### config.mk
export PLATFORM = sky130hd
export DESIGN_NAME = pdo_transmit_trigger_flat
export DESIGN_NICKNAME = d
export VERILOG_FILES = /design/src/hdl/tpt_pkg.sv /design/src/hdl/tpt_in_if.sv /design/src/hdl/tpt_out_if.sv /design/src/hdl/tpt_regs.sv /design/src/hdl/pdo_transmit_trigger.sv /design/src/flat_wrapper.sv
export SDC_FILE = /design/constraint.sdc
export NUM_CORES = 2
export LEC_CHECK = 0
export BUFFER_PORTS_ARGS = -buffer_cell sky130_fd_sc_hd__buf_2
export CORE_MARGIN = 2
export CORE_UTILIZATION = 55
export DETAILED_ROUTE_END_ITERATION = 10
export HOLD_SLACK_MARGIN = 0.15
export PLACE_DENSITY = 0.76
export SYNTH_ARGS = -nofsm -noshare
export SYNTH_HDL_FRONTEND = slang
export SYNTH_HIERARCHICAL = 1
export SYNTH_SLANG_ARGS = --single-unit
### constraint.sdc
create_clock -name clk -period 24.9 [get_ports clk]
set_clock_uncertainty 0.05 [all_clocks]
set_input_delay 1.245 -clock clk [delete_from_list [all_inputs] [get_ports clk]]
set_output_delay 1.245 -clock clk [all_outputs]
set_load 0.05 [all_outputs]
### src/hdl/tpt_pkg.sv
// ----------------------------------------------------------------------------
// tpt_pkg: shared types and constants
// Command, result and register codes, queue sizing and config structs for the
// PDO transmit trigger.
// ----------------------------------------------------------------------------
package tpt_pkg;

	localparam int Q_DEPTH = 16;
	localparam int QA_W    = (Q_DEPTH > 1) ? $clog2(Q_DEPTH) : 1;
	localparam int QF_W    = $clog2(Q_DEPTH + 1);
	localparam int QS_W    = QA_W + 1;

	localparam int PADDR_W = 5;
	localparam int PDATA_W = 32;
	localparam int TIME_W  = 48;

	localparam logic [7:0] TT_ACYCLIC  = 8'h00;
	localparam logic [7:0] TT_CYC_MAX  = 8'hF0;
	localparam logic [7:0] TT_RTR_SYNC = 8'hFC;
	localparam logic [7:0] TT_RTR_ONLY = 8'hFD;
	localparam logic [7:0] TT_EVT_MIN  = 8'hFE;
	localparam logic [7:0] SYNC_CNT_MAX = 8'd240;

	typedef enum logic [1:0] {
		CMD_EVENT  = 2'd0,
		CMD_SYNC   = 2'd1,
		CMD_RTR    = 2'd2,
		CMD_EXPIRE = 2'd3
	} cmd_t;

	typedef enum logic [2:0] {
		ACT_NONE    = 3'd0,
		ACT_SEND    = 3'd1,
		ACT_BUFFER  = 3'd2,
		ACT_INHIBIT = 3'd3,
		ACT_BAD_CNT = 3'd4,
		ACT_FAULT   = 3'd5,
		ACT_WIN_TO  = 3'd6,
		ACT_FULL    = 3'd7
	} act_t;

	typedef enum logic [2:0] {
		REG_COB_ID     = 3'd0,
		REG_TRANS_TYPE = 3'd1,
		REG_INHIBIT    = 3'd2,
		REG_EVT_PERIOD = 3'd3,
		REG_SYNC_START = 3'd4,
		REG_WIN_LEN    = 3'd5
	} reg_idx_t;

	typedef struct packed {
		logic [31:0] cob_id;
		logic [7:0]  trans_type;
		logic [15:0] inhibit_time;
		logic [15:0] event_period;
		logic [7:0]  sync_start;
		logic [31:0] window_length;
	} cfg_t;

	// side effects of a cob_id / trans_type write on the trigger state
	typedef struct packed {
		logic revalidate;
		logic clr_pending;
		logic clr_queue;
	} cfg_evt_t;

endpackage

### src/hdl/tpt_in_if.sv
// ----------------------------------------------------------------------------
// tpt_in_if: trigger request channel
// Valid/ready channel carrying one command with its sampled payload.
// ----------------------------------------------------------------------------
interface tpt_in_if;
	logic        valid;
	logic        ready;
	logic [1:0]  cmd;
	logic [7:0]  sync_count;
	logic [47:0] now_time;
	logic [63:0] frame_data;
	logic [3:0]  frame_len;
	logic        map_fault;

	modport source (
		output valid, cmd, sync_count, now_time, frame_data, frame_len, map_fault,
		input  ready
	);
	modport sink (
		input  valid, cmd, sync_count, now_time, frame_data, frame_len, map_fault,
		output ready
	);
endinterface

### src/hdl/tpt_out_if.sv
// ----------------------------------------------------------------------------
// tpt_out_if: trigger result channel
// Valid/ready channel carrying the decision and the frame to send.
// ----------------------------------------------------------------------------
interface tpt_out_if;
	logic        valid;
	logic        ready;
	logic [2:0]  action;
	logic [28:0] can_id;
	logic        extended_id;
	logic [63:0] payload;
	logic [3:0]  payload_len;
	logic        rearm_event_timer;
	logic        rearm_window_timer;

	modport source (
		output valid, action, can_id, extended_id, payload, payload_len,
		       rearm_event_timer, rearm_window_timer,
		input  ready
	);
	modport sink (
		input  valid, action, can_id, extended_id, payload, payload_len,
		       rearm_event_timer, rearm_window_timer,
		output ready
	);
endinterface

### src/hdl/tpt_regs.sv
// ----------------------------------------------------------------------------
// tpt_regs: configuration registers
// APB register file; flags the state side effects of cob_id and trans_type
// writes.
// ----------------------------------------------------------------------------
module tpt_regs (
	input  logic                      clk,
	input  logic                      arst_n,
	input  logic                      psel,
	input  logic                      penable,
	input  logic                      pwrite,
	input  logic [tpt_pkg::PADDR_W-1:0] paddr,
	input  logic [tpt_pkg::PDATA_W-1:0] pwdata,
	output logic [tpt_pkg::PDATA_W-1:0] prdata,
	output logic                      pready,
	output tpt_pkg::cfg_t             cfg,
	output tpt_pkg::cfg_evt_t         cfg_evt
);
	import tpt_pkg::*;

	cfg_t     cfg_q;
	reg_idx_t idx;
	logic     wr;
	logic     wr_cob;
	logic     wr_tt;
	logic     new_valid;
	logic [7:0] new_tt;

	assign pready = 1'b1;
	assign idx    = reg_idx_t'(paddr[PADDR_W-1:2]);
	assign wr     = psel & penable & pwrite;
	assign wr_cob = wr && (idx == REG_COB_ID);
	assign wr_tt  = wr && (idx == REG_TRANS_TYPE);

	assign new_valid = wr_cob ? ~pwdata[31] : ~cfg_q.cob_id[31];
	assign new_tt    = wr_tt ? pwdata[7:0] : cfg_q.trans_type;

	assign cfg_evt.revalidate  = wr_cob & cfg_q.cob_id[31] & ~pwdata[31];
	assign cfg_evt.clr_pending = wr_tt | (wr_cob & cfg_q.cob_id[31] & ~pwdata[31]);
	assign cfg_evt.clr_queue   = (wr_cob | wr_tt) & ~(new_valid && new_tt == TT_RTR_SYNC);

	assign cfg = cfg_q;

	always_ff @(posedge clk or negedge arst_n) begin
		if (!arst_n) begin
			cfg_q.cob_id        <= 32'h8000_0000;
			cfg_q.trans_type    <= 8'hFF;
			cfg_q.inhibit_time  <= '0;
			cfg_q.event_period  <= '0;
			cfg_q.sync_start    <= '0;
			cfg_q.window_length <= '0;
		end else if (wr) begin
			unique case (idx)
				REG_COB_ID:     cfg_q.cob_id        <= pwdata;
				REG_TRANS_TYPE: cfg_q.trans_type    <= pwdata[7:0];
				REG_INHIBIT:    cfg_q.inhibit_time  <= pwdata[15:0];
				REG_EVT_PERIOD: cfg_q.event_period  <= pwdata[15:0];
				REG_SYNC_START: cfg_q.sync_start    <= pwdata[7:0];
				REG_WIN_LEN:    cfg_q.window_length <= pwdata;
				default: ;
			endcase
		end
	end

	always_comb begin
		unique case (idx)
			REG_COB_ID:     prdata = cfg_q.cob_id;
			REG_TRANS_TYPE: prdata = {24'd0, cfg_q.trans_type};
			REG_INHIBIT:    prdata = {16'd0, cfg_q.inhibit_time};
			REG_EVT_PERIOD: prdata = {16'd0, cfg_q.event_period};
			REG_SYNC_START: prdata = {24'd0, cfg_q.sync_start};
			REG_WIN_LEN:    prdata = cfg_q.window_length;
			default:        prdata = '0;
		endcase
	end

endmodule

### src/hdl/pdo_transmit_trigger.sv
// ----------------------------------------------------------------------------
// pdo_transmit_trigger: CANopen TPDO transmission trigger
// Decides per command whether a PDO is sent, buffered, inhibited or refused,
// and holds RTR-synchronous frames in a FIFO memory.
// ----------------------------------------------------------------------------
//  channel   dir  handshake        carries
//  item      in   valid/ready      cmd, sync_count, now_time, frame_data, ...
//  result    out  valid/ready      action, can_id, payload, rearm flags
//  apb       in   psel/penable     six 32-bit config registers at 4*i
//
//  One item per cycle sustained while results are taken; an accepted item
//  is registered into s1, which decides and updates state, and its result
//  is registered into s2, which holds the result and the FIFO read data
//  from a registered RAM read.
//  No clearing pass after reset: FIFO entries are only read once written.
//  A stalled result holds s2; s1 then holds too and item.ready drops.
// ----------------------------------------------------------------------------
module pdo_transmit_trigger (
	input  logic                        clk,
	input  logic                        arst_n,
	tpt_in_if.sink                      item,
	tpt_out_if.source                   result,
	input  logic                        psel,
	input  logic                        penable,
	input  logic                        pwrite,
	input  logic [tpt_pkg::PADDR_W-1:0] paddr,
	input  logic [tpt_pkg::PDATA_W-1:0] pwdata,
	output logic [tpt_pkg::PDATA_W-1:0] prdata,
	output logic                        pready
);
	import tpt_pkg::*;

	cfg_t     cfg;
	cfg_evt_t cfg_evt;

	tpt_regs u_regs (
		.clk     (clk),
		.arst_n  (arst_n),
		.psel    (psel),
		.penable (penable),
		.pwrite  (pwrite),
		.paddr   (paddr),
		.pwdata  (pwdata),
		.prdata  (prdata),
		.pready  (pready),
		.cfg     (cfg),
		.cfg_evt (cfg_evt)
	);

	// trigger state
	logic              ep_q;
	logic              we_q;
	logic [7:0]        sw_q;
	logic [7:0]        sc_q;
	logic [TIME_W-1:0] na_q;
	logic [QA_W-1:0]   head_q;
	logic [QF_W-1:0]   fill_q;

	logic [67:0] mem [Q_DEPTH];
	logic [67:0] rd_q;

	// stage 1
	logic              valid_s1;
	cmd_t              cmd_s1;
	logic [7:0]        cnt_s1;
	logic [TIME_W-1:0] now_s1;
	logic [63:0]       data_s1;
	logic [3:0]        len_s1;
	logic              fault_s1;

	// stage 2
	logic        valid_s2;
	act_t        act_s2;
	logic [28:0] id_s2;
	logic        ext_s2;
	logic [63:0] data_s2;
	logic [3:0]  len_s2;
	logic        rev_s2;
	logic        rwin_s2;
	logic        pop_s2;

	logic s2_free;
	logic fire;

	assign s2_free    = ~valid_s2 | result.ready;
	assign fire       = valid_s1 & s2_free;
	assign item.ready = ~valid_s1 | s2_free;

	always_ff @(posedge clk or negedge arst_n) begin
		if (!arst_n) begin
			valid_s1 <= 1'b0;
		end else if (item.valid && item.ready) begin
			valid_s1 <= 1'b1;
		end else if (fire) begin
			valid_s1 <= 1'b0;
		end
	end

	always_ff @(posedge clk) begin
		if (item.valid && item.ready) begin
			cmd_s1   <= cmd_t'(item.cmd);
			cnt_s1   <= item.sync_count;
			now_s1   <= item.now_time;
			data_s1  <= item.frame_data;
			len_s1   <= item.frame_len;
			fault_s1 <= item.map_fault;
		end
	end

	// length clamp and byte masking
	logic [3:0]  len_c;
	logic [63:0] data_c;

	always_comb begin
		len_c = (len_s1 > 4'd8) ? 4'd8 : len_s1;
		for (int b = 0; b < 8; b++) begin
			data_c[8*b +: 8] = (4'(b) < len_c) ? data_s1[8*b +: 8] : 8'd0;
		end
	end

	// decision
	logic              pvalid;
	logic [7:0]        tt;
	act_t              act_n;
	logic              send_n;
	logic              push_n;
	logic              pop_n;
	logic              rev_n;
	logic              rwin_n;
	logic              ep_n;
	logic              we_n;
	logic [7:0]        sw_n;
	logic [7:0]        sc_n;
	logic [TIME_W-1:0] na_n;
	logic [7:0]        sc_base;
	logic [7:0]        sc_inc;
	logic              go;
	logic [TIME_W:0]   inh_sum;
	logic [TIME_W-1:0] inh_end;

	assign pvalid  = ~cfg.cob_id[31];
	assign tt      = cfg.trans_type;
	assign inh_sum = {1'b0, now_s1} + {{(TIME_W+1-16){1'b0}}, cfg.inhibit_time};
	assign inh_end = inh_sum[TIME_W] ? {TIME_W{1'b1}} : inh_sum[TIME_W-1:0];

	always_comb begin
		act_n   = ACT_NONE;
		send_n  = 1'b0;
		push_n  = 1'b0;
		pop_n   = 1'b0;
		rev_n   = 1'b0;
		rwin_n  = 1'b0;
		ep_n    = ep_q;
		we_n    = we_q;
		sw_n    = sw_q;
		sc_n    = sc_q;
		na_n    = na_q;
		sc_base = sc_q;
		sc_inc  = 8'd0;
		go      = 1'b0;
		case (cmd_s1)
			CMD_EVENT: begin
				if (pvalid && tt == TT_ACYCLIC) begin
					if (!ep_q) ep_n = ~we_q;
					rev_n = (cfg.event_period != 16'd0);
				end else if (pvalid && tt >= TT_EVT_MIN) begin
					if (cfg.inhibit_time != 16'd0 && now_s1 < na_q) begin
						act_n = ACT_INHIBIT;
					end else if (fault_s1) begin
						act_n = ACT_FAULT;
						if (cfg.inhibit_time != 16'd0) na_n = now_s1;
					end else begin
						act_n  = ACT_SEND;
						send_n = 1'b1;
						rev_n  = (cfg.event_period != 16'd0);
						if (cfg.inhibit_time != 16'd0) na_n = inh_end;
					end
				end
			end
			CMD_SYNC: begin
				if (cnt_s1 > SYNC_CNT_MAX) begin
					act_n = ACT_BAD_CNT;
				end else if (pvalid && (tt <= TT_CYC_MAX || tt == TT_RTR_SYNC)) begin
					we_n   = 1'b0;
					rwin_n = (cfg.window_length != 32'd0);
					go     = 1'b1;
					if (sw_q != 8'd0 && cnt_s1 != 8'd0) begin
						if (sw_q != cnt_s1) begin
							go = 1'b0;
						end else begin
							sw_n    = 8'd0;
							sc_n    = 8'd0;
							sc_base = 8'd0;
						end
					end
					if (go) begin
						if (tt == TT_ACYCLIC) begin
							if (!ep_q) go = 1'b0;
							else ep_n = 1'b0;
						end else if (tt <= TT_CYC_MAX) begin
							sc_inc = sc_base + 8'd1;
							if (sc_inc < tt) begin
								sc_n = sc_inc;
								go   = 1'b0;
							end else begin
								sc_n = 8'd0;
							end
						end
					end
					if (go) begin
						if (fault_s1) begin
							act_n = ACT_FAULT;
						end else if (tt <= TT_CYC_MAX) begin
							act_n  = ACT_SEND;
							send_n = 1'b1;
						end else if (fill_q < QF_W'(Q_DEPTH)) begin
							act_n  = ACT_BUFFER;
							push_n = 1'b1;
						end else begin
							act_n = ACT_FULL;
						end
					end
				end
			end
			CMD_RTR: begin
				if (pvalid && (tt == TT_RTR_SYNC || tt == TT_RTR_ONLY)) begin
					if (tt == TT_RTR_SYNC && fill_q != '0) begin
						act_n = ACT_SEND;
						pop_n = 1'b1;
					end else if (fault_s1) begin
						act_n = ACT_FAULT;
					end else begin
						act_n  = ACT_SEND;
						send_n = 1'b1;
					end
				end
			end
			default: begin
				if (pvalid && (tt <= TT_CYC_MAX || tt == TT_RTR_SYNC)) begin
					we_n  = 1'b1;
					act_n = ACT_WIN_TO;
				end
			end
		endcase
	end

	// FIFO pointers
	logic [QS_W-1:0] tail_sum;
	logic [QA_W-1:0] tail;
	logic [QA_W-1:0] head_inc;

	assign tail_sum = {1'b0, head_q} + QS_W'(fill_q);
	assign tail     = (tail_sum >= QS_W'(Q_DEPTH)) ?
	                  QA_W'(tail_sum - QS_W'(Q_DEPTH)) : tail_sum[QA_W-1:0];
	assign head_inc = (QS_W'(head_q) + QS_W'(1) == QS_W'(Q_DEPTH)) ?
	                  '0 : QA_W'(QS_W'(head_q) + QS_W'(1));

	// state update; the user must keep config writes to times when no item is in flight; the block does no check of this
	always_ff @(posedge clk or negedge arst_n) begin
		if (!arst_n) begin
			ep_q   <= 1'b0;
			we_q   <= 1'b0;
			sw_q   <= 8'd0;
			sc_q   <= 8'd0;
			na_q   <= '0;
			head_q <= '0;
			fill_q <= '0;
		end else begin
			if (cfg_evt.clr_pending) ep_q <= 1'b0;
			else if (fire) ep_q <= ep_n;

			if (fire) we_q <= we_n;

			if (cfg_evt.revalidate) begin
				sw_q <= cfg.sync_start;
				sc_q <= 8'd0;
				na_q <= '0;
			end else if (fire) begin
				sw_q <= sw_n;
				sc_q <= sc_n;
				na_q <= na_n;
			end

			if (cfg_evt.clr_queue) begin
				head_q <= '0;
				fill_q <= '0;
			end else if (fire && push_n) begin
				fill_q <= fill_q + QF_W'(1);
			end else if (fire && pop_n) begin
				head_q <= head_inc;
				fill_q <= fill_q - QF_W'(1);
			end
		end
	end

	// frame FIFO memory: {len, data}
	always_ff @(posedge clk) begin
		if (fire && push_n) mem[tail] <= {len_c, data_c};
		if (fire && pop_n)  rd_q <= mem[head_q];
	end

	// stage 2
	always_ff @(posedge clk or negedge arst_n) begin
		if (!arst_n) begin
			valid_s2 <= 1'b0;
		end else if (fire) begin
			valid_s2 <= 1'b1;
		end else if (result.ready) begin
			valid_s2 <= 1'b0;
		end
	end

	always_ff @(posedge clk) begin
		if (fire) begin
			act_s2  <= act_n;
			ext_s2  <= (send_n | pop_n) & cfg.cob_id[29];
			if (send_n || pop_n) begin
				id_s2 <= cfg.cob_id[29] ? cfg.cob_id[28:0] : {18'd0, cfg.cob_id[10:0]};
			end else begin
				id_s2 <= '0;
			end
			data_s2 <= send_n ? data_c : 64'd0;
			len_s2  <= send_n ? len_c : 4'd0;
			rev_s2  <= rev_n;
			rwin_s2 <= rwin_n;
			pop_s2  <= pop_n;
		end
	end

	assign result.valid              = valid_s2;
	assign result.action             = act_s2;
	assign result.can_id             = id_s2;
	assign result.extended_id        = ext_s2;
	assign result.payload            = pop_s2 ? rd_q[63:0] : data_s2;
	assign result.payload_len        = pop_s2 ? rd_q[67:64] : len_s2;
	assign result.rearm_event_timer  = rev_s2;
	assign result.rearm_window_timer = rwin_s2;

endmodule
### src/flat_wrapper.sv
// flat-port wrapper written by rule: the top's interface ports become plain ports
module pdo_transmit_trigger_flat import tpt_pkg::*;
  (clk, arst_n, psel, penable, pwrite, paddr, pwdata, prdata, pready, item_valid, item_cmd, item_sync_count, item_now_time, item_frame_data, item_frame_len, item_map_fault, item_ready, result_valid, result_action, result_can_id, result_extended_id, result_payload, result_payload_len, result_rearm_event_timer, result_rearm_window_timer, result_ready);
  tpt_in_if item_i ();
  tpt_out_if result_i ();
  input  logic clk;
  input  logic arst_n;
  input  logic psel;
  input  logic penable;
  input  logic pwrite;
  input  logic [tpt_pkg::PADDR_W-1:0] paddr;
  input  logic [tpt_pkg::PDATA_W-1:0] pwdata;
  output logic [tpt_pkg::PDATA_W-1:0] prdata;
  output logic pready;
  input wire logic [$bits(item_i.valid)-1:0] item_valid;
  input wire logic [$bits(item_i.cmd)-1:0] item_cmd;
  input wire logic [$bits(item_i.sync_count)-1:0] item_sync_count;
  input wire logic [$bits(item_i.now_time)-1:0] item_now_time;
  input wire logic [$bits(item_i.frame_data)-1:0] item_frame_data;
  input wire logic [$bits(item_i.frame_len)-1:0] item_frame_len;
  input wire logic [$bits(item_i.map_fault)-1:0] item_map_fault;
  output wire logic [$bits(item_i.ready)-1:0] item_ready;
  output wire logic [$bits(result_i.valid)-1:0] result_valid;
  output wire logic [$bits(result_i.action)-1:0] result_action;
  output wire logic [$bits(result_i.can_id)-1:0] result_can_id;
  output wire logic [$bits(result_i.extended_id)-1:0] result_extended_id;
  output wire logic [$bits(result_i.payload)-1:0] result_payload;
  output wire logic [$bits(result_i.payload_len)-1:0] result_payload_len;
  output wire logic [$bits(result_i.rearm_event_timer)-1:0] result_rearm_event_timer;
  output wire logic [$bits(result_i.rearm_window_timer)-1:0] result_rearm_window_timer;
  input wire logic [$bits(result_i.ready)-1:0] result_ready;
  assign item_i.valid = item_valid;
  assign item_i.cmd = item_cmd;
  assign item_i.sync_count = item_sync_count;
  assign item_i.now_time = item_now_time;
  assign item_i.frame_data = item_frame_data;
  assign item_i.frame_len = item_frame_len;
  assign item_i.map_fault = item_map_fault;
  assign item_ready = item_i.ready;
  assign result_valid = result_i.valid;
  assign result_action = result_i.action;
  assign result_can_id = result_i.can_id;
  assign result_extended_id = result_i.extended_id;
  assign result_payload = result_i.payload;
  assign result_payload_len = result_i.payload_len;
  assign result_rearm_event_timer = result_i.rearm_event_timer;
  assign result_rearm_window_timer = result_i.rearm_window_timer;
  assign result_i.ready = result_ready;
  pdo_transmit_trigger u_core (.clk(clk), .arst_n(arst_n), .item(item_i), .result(result_i), .psel(psel), .penable(penable), .pwrite(pwrite), .paddr(paddr), .pwdata(pwdata), .prdata(prdata), .pready(pready));
endmodule
Yosys cells after proc, flatten, opt, wreduce, memory -nomap -nowiden
Memory sizes are Yosys's and may differ from the RTL's. A register that Yosys moved wholly into a read port is not among the register bits.
Index checks and enable logic that the tools add are counted.
Storage, ports and cells
  bits in registers: 420
  bits in writable memories: 1088
  bits of input ports: 171
  output and inout port bits: 138
  word-level logic and storage cells: 276
  memories: 1
Cells by class
  add/subtract/negate cells: 7
  magnitude comparators: 16
  equal/unequal tests: 23
  muxes and demuxes: 125
  bitwise operators: 21
  reduce and logical (&&, ||, !) cells: 53
Memory list
  u_core.mem: words 16, width 68, rd ports 1, clocked after Yosys merged registers in 1, wr ports 1, RTL line pdo_transmit_trigger.sv:59  | logic [67:0] mem [Q_DEPTH];
Operator list (count)
  $mux 48: 10
  $mux 8: 30
  $pmux 32 s6: 1
  $mux 64: 1
  $mux 1: 56
  $add 48x16->49: 1
  $lt 48x48->1: 1
  $mux 3: 13
  $reduce_bool 16->1: 2
  $reduce_bool 32->1: 1
  $mux 4: 7
  $eq 8x8->1 const B: 3
  $reduce_bool 2->1: 11
  $lt 3x4->1 const A: 4
  $reduce_and 2->1: 8
  $reduce_bool 8->1: 2
  $mux 5: 3
  $logic_and 1x1->1: 13
  $ne 3x1->1 const B: 4
  $reduce_and 6->1: 2
  $ne 2x1->1 const B: 5
  $not 1->1: 9
  $pmux 3 s3: 1
  $add 8x1->8 const B: 1
  other kinds (37): 56

Depth between registers and ports, before layout
  depth after elaboration: 22
  depth in mapped cells: 21
  mapped depth without buffers: 18

Hierarchy
The synthesis kept the hierarchy.
By module, submodules not included
  pdo_transmit_trigger: instances 1, cells an instance 3515, area an instance 59693.5 µm², sequential area each 43576.8 µm²
  tpt_regs: instances 1, cells an instance 376, area an instance 5230.0 µm², sequential area each 2813.9 µm²

Worst setup path after synthesis
Ideal clock, no wire load.
  path kind: input port to flip-flop
  start point: input port result_ready
  end point: memory u_core.mem[0][0], enable pin
  setup time: 578 ps
  data arrival time: 9470 ps
  required time: 24272 ps
  slack: 14803 ps
  cell stages on the path: 10
  path buffers: 1
  cell sequence: nand2b_1 > nand2_1 > inv_1 > nand2_1 > a2111o_1 > nand2b_1 > clkbuf_1 > nor2b_1 > nand2_1 > nor3_1
Between the ends
  cells in the longest elaborated chain, start to end: 5
Ends and longest elaborated chain
  start: declaration: RTL line flat_wrapper.sv:31  | input wire logic [$bits(result_i.ready)-1:0] result_ready;
  $or 1x1->1: RTL line pdo_transmit_trigger.sv:85  | assign s2_free = ~valid_s2 | result.ready;
  $and 1x1->1: RTL line pdo_transmit_trigger.sv:86  | assign fire = valid_s1 & s2_free;
  named net u_core.fire: RTL line pdo_transmit_trigger.sv:83  | logic fire;
  $logic_and 1x1->1: RTL line pdo_transmit_trigger.sv:298  | if (fire && push_n) mem[tail] <= {len_c, data_c};
  $mux 1: RTL line pdo_transmit_trigger.sv:298
  $mux 1 (not written as such): RTL line pdo_transmit_trigger.sv:298
  end: declaration: RTL line pdo_transmit_trigger.sv:59
The timed path passes the listed nets, and every way through them passes these cells.

Worst setup path in the final report
  start point: register u_core.cnt_s1[0]
  end point: register u_core.len_s2[0] (data pin)
Between the ends
  cells in the longest elaborated chain, start to end: 19
  elaborated cells on any way between the ends: 27
  those cells by class: add/sub (1); order compare (2); eq/ne (1); mux (21); reduce/logical (2)
Ends and longest elaborated chain
  start: declaration: RTL line pdo_transmit_trigger.sv:65  | logic [7:0] cnt_s1;
  start signal: assignment: RTL line pdo_transmit_trigger.sv:102  | cnt_s1 <= item.sync_count;
  $ne 8x8->1 or $reduce_bool 8->1 (tied branches): RTL line pdo_transmit_trigger.sv:188, pdo_transmit_trigger.sv:187
  $mux 8 or $logic_and 1x1->1 (tied branches): RTL line pdo_transmit_trigger.sv:188, pdo_transmit_trigger.sv:187
  $mux 8: RTL line pdo_transmit_trigger.sv:187  | if (sw_q != 8'd0 && cnt_s1 != 8'd0) begin
  $mux 8: RTL line pdo_transmit_trigger.sv:183  | end else if (pvalid && (tt <= TT_CYC_MAX || tt == TT_RTR_SYNC)) begin
  $mux 8: RTL line pdo_transmit_trigger.sv:181  | if (cnt_s1 > SYNC_CNT_MAX) begin
  $mux 8: RTL line pdo_transmit_trigger.sv:161  | case (cmd_s1)
  $add 8x1->8: RTL line pdo_transmit_trigger.sv:201  | sc_inc = sc_base + 8'd1;
  $lt 8x8->1: RTL line pdo_transmit_trigger.sv:202  | if (sc_inc < tt) begin
  (+3 left out)
  $mux 1: RTL line pdo_transmit_trigger.sv:196  | if (go) begin
  $mux 1: RTL line pdo_transmit_trigger.sv:183
  $mux 1: RTL line pdo_transmit_trigger.sv:181
  $mux 1: RTL line pdo_transmit_trigger.sv:161
  $mux 1: RTL line pdo_transmit_trigger.sv:210  | if (go) begin
  $mux 1: RTL line pdo_transmit_trigger.sv:183
  $mux 1 *: RTL line pdo_transmit_trigger.sv:181
  $pmux 1 s3 *: RTL line pdo_transmit_trigger.sv:161
  end signal: assignment: RTL line pdo_transmit_trigger.sv:323  | len_s2 <= send_n ? len_c : 4'd0;
  end: declaration: RTL line pdo_transmit_trigger.sv:77  | logic [3:0] len_s2;
Mark *: on every way between the ends. The rest lies on a longest branch, timed or not. The select of a mux whose other input is x is not followed.
A chain may end at the register's enable or synchronous reset.

==> results.md <==
- Drt wl/cell: 26.0 µm
- FF-to-FF End: u_core/len_s2[0]
- Hold-fix buffers, CTS: 0
- Met2 WL: 75400 µm
- WP data arrival: 7.14 ns
- Final Wtd Congestion: 0.890
- CTS root buf: clkbuf_16
- DR vias: 36884
- CTS resizes: 0
- Setup Fix Bufs, Post-CTS: 0
- IO buf count: 305
- Max Cap Viol: 0
- Yosys reg bits: 1576
- Final setup margin: 18.22 ns
- Synth Warn #: 6
- Fin. Hold Viols: 0
- Crit Path Class: flop to flop
- Crit end category: flop
- Worst hold slack: 0.351 ns
- Routed vias/inst: 6.25
- Core ar.: 0.118 mm²
- DP HPWL: 85700 µm
- First-pass GRT wire length: 229000 µm
- PwrDens: 79.0 mW/mm²
- Sum of negative setup slack: 0 ns
- CP Max Fanout: 30
- Nets@finish: 4479
- CTS Buf Count: 155
- Vert. Die Dim: 348 µm
- Cells after Synth: 3891
- DRT Pass-1 Iters: 6
- Most frequent cell after synthesis: edfxtp_1
- Seq/Total Area, Yosys: 0.715
- Number of remaining DRC errors: 0
- Number of fill cells in the layout: 8182
- Synth area leaders: edfxtp_1 64%, dfrtp_1 6.9%, mux4_2 4.7%
- Fin area: 0.0733 mm²
- R2R cell count: 19
- Reg2reg start: u_core/cnt_s1[0]
- Placement Setup Slack: 18.32 ns
- Power Total: 5.79 mW
- Fin crit share: 0.268
- Tightest Pin Transition: 1.28 ns
- Global route overflow: 0
- Leakage: 25.3 nW
- Fin crit period: 6.68 ns
- Final-report setup violation count: 0
- Area post-placement: 0.0682 mm²
- Main flop type after synthesis: edfxtp_1
- Uppermost layer routed: met5
- Fin cells: 5900
- Avg Inst Size Synth: 16.7 µm²
- Initial Util: 0.552
- HP Class: input port to async pin
- H-tree depth: 4
- Fmax: 150 MHz
- Cell taking the most area after synthesis: edfxtp_1
- All-layer global routing usage: 0.254
- Initial antenna violation count: 9
- Layout cells sized above 1: 0.243
- Syn_nets: 4144
- Fin. max-slew vios: 0
- Max-Slew Margin vs Limit: 0.149
- Placed Cells incl. Taps: 5605
- Post-layout util: 0.623
- Clock tree buffer depth: 3
- Wl on met1: 59700 µm
- Synth cell count leaders: 1387 x edfxtp_1, 235 x mux2_2, 231 x mux2i_1
- Number of global-route vias before repair: 37115
- FP Rows: 126
- Die W: 348 µm
- Die area: 0.121 mm²
- Synthesis-to-layout area growth: 12.9%
- Drt first-iter violations: 3759
- Max VDD drop: 0.0000836 V
- Synth Cell Area: 0.0649 mm²
- Cell variety after synth: 84
- Asr flop ratio synth: 0.120
- Number of nets with antenna violations after routing: 0
- Reg-to-reg slack, setup: 18.22 ns
- Clock Latency Late Sink: 0.79 ns
- Pin count of the biggest net entering global routing: 87
- Yosys top cell area share: 0.642
- Status: complete, no violations
- Met3 WL: 13200 µm
- Top Ports: 309
- Startpoint Class: flop
- CTS clk-pin slew, worst paths: 0.06 ns
- Clock sink total: 1576
- Worst Path Required: 25.35 ns
- RSZ-0062 raised after global routing: no
- WL final: 153000 µm
- CTS tree: yes
- EDFF count, synth: 1387
==> routing by layer <==
| metal | vias to the layer above | GRT usage |
|---|---|---|
| met1 | 18784 | 0.343 |
| met3 | 300 | 0.0435 |
| met2 | 1750 | 0.417 |
| met4 | 4 | 0.0934 |
| li1 | 16046 | - |
| met5 | - | 0 |
==> critical path, cell delays in order, from the launching register on <==
cell	delay, ns
edfxtp_1	0.39
or4_1	0.60
o21ai_0	0.49
nor2_1	0.35
nor2b_1	0.20
ha_1	0.28
nand2_1	0.06
or2_2	0.28
xor2_1	0.14
nor2_1	0.15
ha_1	0.28
a21o_1	0.17
a2111oi_0	0.52
o211ai_1	0.22
o2111ai_1	0.21
o221a_2	0.24
buf_4	0.53
or2_2	0.56
buf_4	0.55
nor3b_2	0.09
==> cells by family (layout without fill, tap and decap cells) <==
group           after synthesis  in the layout  share of synthesized area
simple gates                631            631                     0.0496
mux                         630            630                      0.130
compound gates              620            620                     0.0636
buf+inv                     294            759                     0.0183
other cells                   1              9                  0.0000578
xor+xnor                     57             57                    0.00769
flops                      1576           1576                      0.715
fa+ha+maj                    82             82                     0.0161
==> state kept, by name, indices dropped and copies added (netlist names), 2 cells and up <==
name / count
u_core/result.can_id: 29
u_core/cnt_s1: 8
u_core/sw_q: 8
u_core/u_regs/cfg: 112
u_core/data_s1: 64
u_core/sc_q: 8
u_core/fill_q: 5
u_core/now_s1: 48
u_core/result.action: 3
u_core/cmd_s1: 2
u_core/data_s2: 64
u_core/mem: 1088
u_core/head_q: 4
u_core/len_s1: 4
u_core/len_s2: 4
u_core/na_q: 48
u_core/rd_q: 68
==> cell type report <==
cell class | instances | area, µm² | area share
clock inverters | 82 | 813 | 0.0111
diodes | 8 | 20.0 | 0.000273
well taps | 1536 | 1920 | 0.0262
clock buffers | 205 | 4260 | 0.0581
repair buffers | 371 | 2030 | 0.0277
multi-input cells | 2021 | 17500 | 0.238
inverters | 101 | 384 | 0.00524
flip-flops and latches | 1576 | 46400 | 0.633
==> worst max-delay path by stage <==
stage | start | end | slack (ns)
floorplan | result_ready | u_core/mem[0][0] | 14.80
global placement | u_core/cnt_s1[0] | u_core/len_s2[2] | 18.37
detailed placement | u_core/cnt_s1[0] | u_core/data_s2[29] | 18.32
CTS | u_core/cnt_s1[0] | u_core/len_s2[2] | 18.28
global route | u_core/cnt_s1[1] | u_core/data_s2[63] | 17.78
finish | u_core/cnt_s1[0] | u_core/len_s2[0] | 18.22
==> power by group <==
| part | switching [mW] | leakage, nW | total [mW] | internal, mW |
|---|---|---|---|---|
| Clock | 0.980 | 2.48 | 2.32 | 1.34 |
| Combinational | 0.287 | 7.63 | 0.442 | 0.155 |
| Sequential | 0.0689 | 15.1 | 3.03 | 2.96 |
| Total | 1.34 | 25.3 | 5.79 | 4.46 |
==> layout by cell type, fill, tap and decap left out, types with 36 or more instances in the layout <==
| master | instances |
|---|---|
| edfxtp_1 | 1387 |
| buf_2 | 304 |
| mux2_2 | 235 |
| mux2i_1 | 231 |
| dfrtp_1 | 176 |
| nand2_1 | 171 |
| clkbuf_16 | 160 |
| o21ai_0 | 158 |
| mux4_2 | 136 |
| nor2_1 | 129 |
| a21oi_1 | 127 |
| a22oi_1 | 110 |
| inv_1 | 99 |
| ha_1 | 79 |
| a221oi_1 | 75 |
| buf_4 | 66 |
| nor2b_1 | 52 |
| nand3_1 | 39 |
| clkbuf_1 | 36 |
Note: power is estimated with default switching activity, not from simulation.
